`config.mk`:
```
export PLATFORM = sky130hd
export DESIGN_NAME = lmbs_ctrl
export DESIGN_NICKNAME = d
export VERILOG_FILES = /design/src/hw/rtl/lmbs_pkg.sv /design/src/hw/rtl/lmbs_ctrl.sv
export VERILOG_INCLUDE_DIRS = /design/src /design/src/hw/rtl
export SDC_FILE = /design/constraint.sdc
export NUM_CORES = 1
export LEC_CHECK = 0
export BUFFER_PORTS_ARGS = -buffer_cell sky130_fd_sc_hd__buf_4
export CAP_MARGIN = 20
export CORE_AREA = 2 2 39 41
export DETAILED_ROUTE_END_ITERATION = 10
export DIE_AREA = 0 0 41 43
export SYNTH_ARGS = -nofsm -noshare
export SYNTH_HDL_FRONTEND = slang
export SYNTH_SLANG_ARGS = --single-unit
```
`constraint.sdc`:
```
create_clock -name clk -period 0.8 [get_ports clk]
set_input_delay 0.04 -clock clk [delete_from_list [all_inputs] [get_ports clk]]
set_output_delay 0.04 -clock clk [all_outputs]
set_load 0.05 [all_outputs]
```
`src/hw/rtl/assert_macros.svh`:
```
// Assertion macros shared by the scanner RTL.
`ifndef ASSERT_MACROS_SVH
`define ASSERT_MACROS_SVH

// Checks a property on every rising clock edge once reset is released.
`define ASSERT_CLK(label, prop, msg) \
  label: assert property (@(posedge clk) disable iff (!rst_n) (prop)) else $error(msg);

// Checks that a condition implies a consequence in the same cycle.
`define ASSERT_IMPL(label, cond, cons, msg) \
  label: assert property (@(posedge clk) disable iff (!rst_n) (cond) |-> (cons)) \
    else $error(msg);

`endif

```
`src/hw/rtl/lmbs_pkg.sv`:
```
// Shared types, constants and codes of the LED matrix scanner.
package lmbs_pkg;

  localparam int PANEL_COLUMNS_DEF = 32;
  localparam int PANEL_ROWS_DEF    = 32;
  localparam int ROW_GROUPS_DEF    = 16;
  localparam int PLANE_COUNT_DEF   = 4;

  localparam int LEVEL_W    = 8;
  localparam int COLUMN_W   = 6;
  localparam int ROW_ADDR_W = 4;
  localparam int BASE_W     = 8;
  localparam int CFG_IDX_W  = 2;
  localparam int CFG_DATA_W = 8;

  localparam logic [CFG_IDX_W-1:0] CFG_BASE_TICKS     = 2'd0;
  localparam logic [CFG_IDX_W-1:0] CFG_REFRESH_ENABLE = 2'd1;

  localparam logic KIND_PIXEL = 1'b0;
  localparam logic KIND_TICK  = 1'b1;

  typedef struct packed {
    logic clr_wr;      // write zero at the clear address, advance it
    logic pix_wr;      // pixel write beat accepted
    logic restart;     // tick while scanning is off
    logic hold_tick;   // tick with no load pending
    logic load_start;  // tick that starts a load
    logic issue;       // read one column of the current row group
  } ctrl_cmd_t;

  typedef struct packed {
    logic clr_last;
    logic refresh_en;
    logic load_pending;
    logic issue_ok;
    logic col_last;
  } dp_status_t;

  typedef struct packed {
    logic [COLUMN_W-1:0]   column;
    logic                  red_upper;
    logic                  green_upper;
    logic                  blue_upper;
    logic                  red_lower;
    logic                  green_lower;
    logic                  blue_lower;
    logic [ROW_ADDR_W-1:0] row;
    logic                  last;
  } out_item_t;

endpackage

```
`src/hw/rtl/lmbs_ctrl.sv`:
```
// Scanner controller: clear pass, input acceptance and column shift sequencing.
`include "assert_macros.svh"

module lmbs_ctrl (
  input  logic                 clk,
  input  logic                 rst_n,
  input  logic                 in_valid,
  input  logic                 in_kind,
  output logic                 in_stall,
  output lmbs_pkg::ctrl_cmd_t  cmd,
  input  lmbs_pkg::dp_status_t sts
);
  import lmbs_pkg::*;

  localparam logic [1:0] ST_CLEAR = 2'd0;
  localparam logic [1:0] ST_IDLE  = 2'd1;
  localparam logic [1:0] ST_SHIFT = 2'd2;

  logic [1:0] state_r, state_nxt;

  always_comb begin
    state_nxt = state_r;
    cmd       = '0;
    in_stall  = 1'b1;
    case (state_r)
      ST_CLEAR: begin
        cmd.clr_wr = 1'b1;
        if (sts.clr_last) begin
          state_nxt = ST_IDLE;
        end
      end
      ST_IDLE: begin
        in_stall = 1'b0;
        if (in_valid) begin
          if (in_kind == KIND_PIXEL) begin
            cmd.pix_wr = 1'b1;
          end else if (!sts.refresh_en) begin
            cmd.restart = 1'b1;
          end else if (sts.load_pending) begin
            cmd.load_start = 1'b1;
            state_nxt      = ST_SHIFT;
          end else begin
            cmd.hold_tick = 1'b1;
          end
        end
      end
      ST_SHIFT: begin
        cmd.issue = sts.issue_ok;
        if (sts.issue_ok && sts.col_last) begin
          state_nxt = ST_IDLE;
        end
      end
      default: begin
        state_nxt = ST_IDLE;
      end
    endcase
  end

  always_ff @(posedge clk) begin
    if (!rst_n) begin
      state_r <= ST_CLEAR;
    end else begin
      state_r <= state_nxt;
    end
  end

  `ASSERT_IMPL(a_issue_in_shift, cmd.issue, state_r == ST_SHIFT,
               "column read issued outside the shift phase")
  `ASSERT_IMPL(a_clear_stalls, state_r == ST_CLEAR, in_stall,
               "input open during the clear pass")
  `ASSERT_CLK(a_state_legal,
              (state_r == ST_CLEAR) || (state_r == ST_IDLE) || (state_r == ST_SHIFT),
              "controller in an undefined state")

endmodule
```
; ---- After elaboration in Yosys (flattened, before gate mapping)
; Index checks and enable logic that the tools add are counted.
[totals]
input_bits = 9
wordCells = 30
out_inout_bits = 7
ff_bits = 2
[classes]
n_eq_ne = 8
mux = 18
reduce_logical = 3
[ops]
columns = operator, n
row1 = two-way mux 2 bit, 7
row2 = inequality test 2 bit (second input constant), 6
row3 = two-way mux 4 bit, 2
row4 = two-way mux 1 bit, 7
row5 = one-hot mux 2 bit (3 select lines), 1
row6 = AND reduction 6 bit, 1
row7 = two-way mux 3 bit, 1
row8 = == test 2 x 1 -> 1 bit (second input constant), 1
row9 = == test 2 bit (second input constant), 1
row10 = zero test 2 bit, 1
row11 = logical AND 1 bit, 1

; ---- Depth between registers and ports, before layout
[depth]
depth_word = 5
mapped_depth = 3
mapped_depth_nobuf = 3

; ---- Worst setup path before layout
; OpenSTA, ideal clock, no wires.
[synth_timing]
kind = reg-to-output
from = register state_r[0]
to = output cmd[4] in the netlist's numbering
arrival_time_ns = 2.017
t_required_ns = 0.760
path_stages_with_launch = 3
path_slack_ns = -1.257
n_path_buf = 0
path_cell_list = dfxtp_1 > nand2b_1 > nor3b_1
[synth_rtl]
columns = element, line_no
row1 = from (decl), lmbs_ctrl.sv:19  ; logic [1:0] state_r, state_nxt;
row2 = from (signal assigned), lmbs_ctrl.sv:63  ; state_r <= state_nxt;
row3 = to (decl), lmbs_ctrl.sv:10  ; output lmbs_pkg::ctrl_cmd_t cmd,

==> results.toml <==
[status]
status = "finished, violations left"
violations = "setup timing"

[detailed_routing]
drcViolationCount = 0
wl_per_cell_um = 9.268
first_pass_iters = 2
antenna_left = 0
vias = 209
routed_wl_um = 519
via_per_inst = 3.732
drt_iter0_drc = 2

[global_route]
gr-total-overflow = 0
grt_max_degree = 6
antenna_found_initial = 0
grt_usage_pct = 6.607
grt_pass1_wl_um = 717
grt_pass1_vias = 185

[logic_synthesis]
synth_cell_types = 12
synthCells = 18
synth_area_um2 = 156.4
yosys_warnings = 0
ys_seq_area_share_pct = 25.60
synth_simple_gate_area_share_pct = 58.40
synth_top_family_by_area = "simple AND/OR/NAND/NOR gates"
synth-seq-cells = 2
yosys.area_share.xor_xnor_pct = 0
synthAdderAreaFrac_pct = 0
synth.area.mux_share_pct = 0
avgSynthCellArea_um2 = 8.689
synth_compound_area_share_pct = 13.60
syn_nets = 27

[sta]
worst_pin_slew_ps = 226.9
slew-limit-headroom_pct = 84.87
period_minus_slack_ps = 1202
tns_ps = -2382
rsz0062_at_grt = "yes"
finalMaxSlewViolations = 0
fin_crit_sh_pct = 150.2
hold_ws_ps = 29.63
setup_ws_ps = -401.5
setup_viol = 9
clock.fmax_ghz = 0.8323
skew_ps = 0.3484
hold_viol = 0

[floorplanning]
start_util_pct = 11.30
die_h_um = 43
die_x_um = 41
core_um2 = 1384
core.rowCount = 14
pin_count = 16
dieArea_um2 = 1763

[placement]
port_buffers = 15
place_inst = 50
gp_congestion = 0.4908
dp_slack_ps = -202.4

[critical_path]
cp_cell_sequence = "nand4b_4, nor3b_4, buf_6"
path_class = "flop to output pin"
slowest_stage = "dfxtp_4"
worst_ep_arrival_time_ps = 1160
endpoint_kind = "output pin"
worst-path-max-fanout = 5
path_delay_family = "flip-flops"
slowest_delay_ps = 390
worstPathRequired_ps = 760
critPathBufInv = 1
start_kind = "flop"

[finish]
final_common_cell = "buf_4"
top_regs = "state_r: 2 flops"
largest_reg_flops = 2
fillCellCount = 146
drive_gt1_share_pct = 87.50
syn2layout_area_growth_pct = 190.4
final_cell_count_no_fill = 56
max_flop_register = "state_r"
nets = 51
num_antenna_cells = 0
final_cell_mix = "buf_4 (10), buf_6 (7), nor2_4 (3), clkbuf_4 (3)"

[clocking]
clock_sinks = 2
insertion_delay_ps = 220
cts_hold_buf = 0
clockRootBuffer = "clkbuf_4"
cts_tree = "built"
h-tree-depth = 1
cts_buffers = 3
clkTransAtPathRegs_ps = 30
clockBufferDepth = 2

[power]
cellPowerDensity_nw_per_um2 = 1132
p_leak_nw = 0.2075
ir_drop_v = 0.0006272

[min_path]
min_path_type = "primary input to flop"

[run]
max-cap-violations = 0
cell families (layout without fill, tap and decap cells):
| group | after synthesis | count (layout) |
|---|---|---|
| and+or+nand+nor | 12 | 12 |
| AOI/OAI and AO/OA | 3 | 3 |
| DFF | 2 | 2 |
| buffers and inverters | 1 | 23 |
final cells by class:
type | instances | area, um2 | area share [%]
well taps | 16 | 20.02 | 4.408
inverters | 1 | 3.754 | 0.8264
clock buffers | 3 | 22.52 | 4.959
repair buffers | 19 | 183.9 | 40.50
flip-flops and latches | 2 | 45.04 | 9.917
multi-input cells | 15 | 178.9 | 39.39
path summary, 6_finish.rpt:
kind | from | endpoint | slack, ps | depth (start not counted)
setup / recovery | state_r[0] | cmd[2] | -400 | 3
hold / removal | rst_n | state_r[1] | 30 | 2
hold reg to reg | state_r[0] | state_r[0] | 630 | 2
setup reg to reg | state_r[1] | state_r[1] | -180 | 5
repair_timing:
item / 4_1_cts / 5_1_grt
buffers inserted: 3 / 0
resized for setup: 12 / 3
endpoints found under the setup margin: 9 / 9
pin swaps: 3 / 3
synth_stat cells:
cell	count	share of area (%)
a21oi_1	1	3.2
a311oi_1	1	5.6
dfxtp_1	2	26
inv_1	1	2.4
nand2_1	1	2.4
nand2b_1	2	8.0
nand4b_4	1	15
nor2_1	3	7.2
nor2_4	1	7.2
nor2b_1	1	4.0
nor3b_1	3	14
o21a_1	1	4.8
stage by stage:
step	power, mW	area, um2	util (%)
2_1_floorplan	0.2053	209.0	-
3_3_place_gp	0.2727	349.1	25.23
3_5_place_dp	0.2731	349.1	25.23
4_1_cts	0.5255	441.7	31.92
5_1_grt	0.5585	454.2	32.82
6_report	0.5139	454.2	32.82
worst register-to-register path, stage by stage, from the launching register on:
cell,delay [ps]
dfxtp_2,330
buf_4,130
buf_6,110
nand2b_4,70
a21oi_1,50
o21a_1,170
power breakdown:
| group | leakage, nW | internal [mW] | switching, mW |
|---|---|---|---|
| clock | 0.0138 | 0.165 | 0.0521 |
| combinational | 0.176 | 0.0870 | 0.0937 |
| sequential | 0.0175 | 0.105 | 0.0110 |
| total | 0.208 | 0.357 | 0.157 |
metal layers:
layer / wire (um) / global-route usage (%)
met3: 53 / 4.712
met5: 0 / 0
met1: 204 / 8.280
met4: 0 / 6.000
met2: 261 / 6.875
Power figures use the tool's default switching activity.
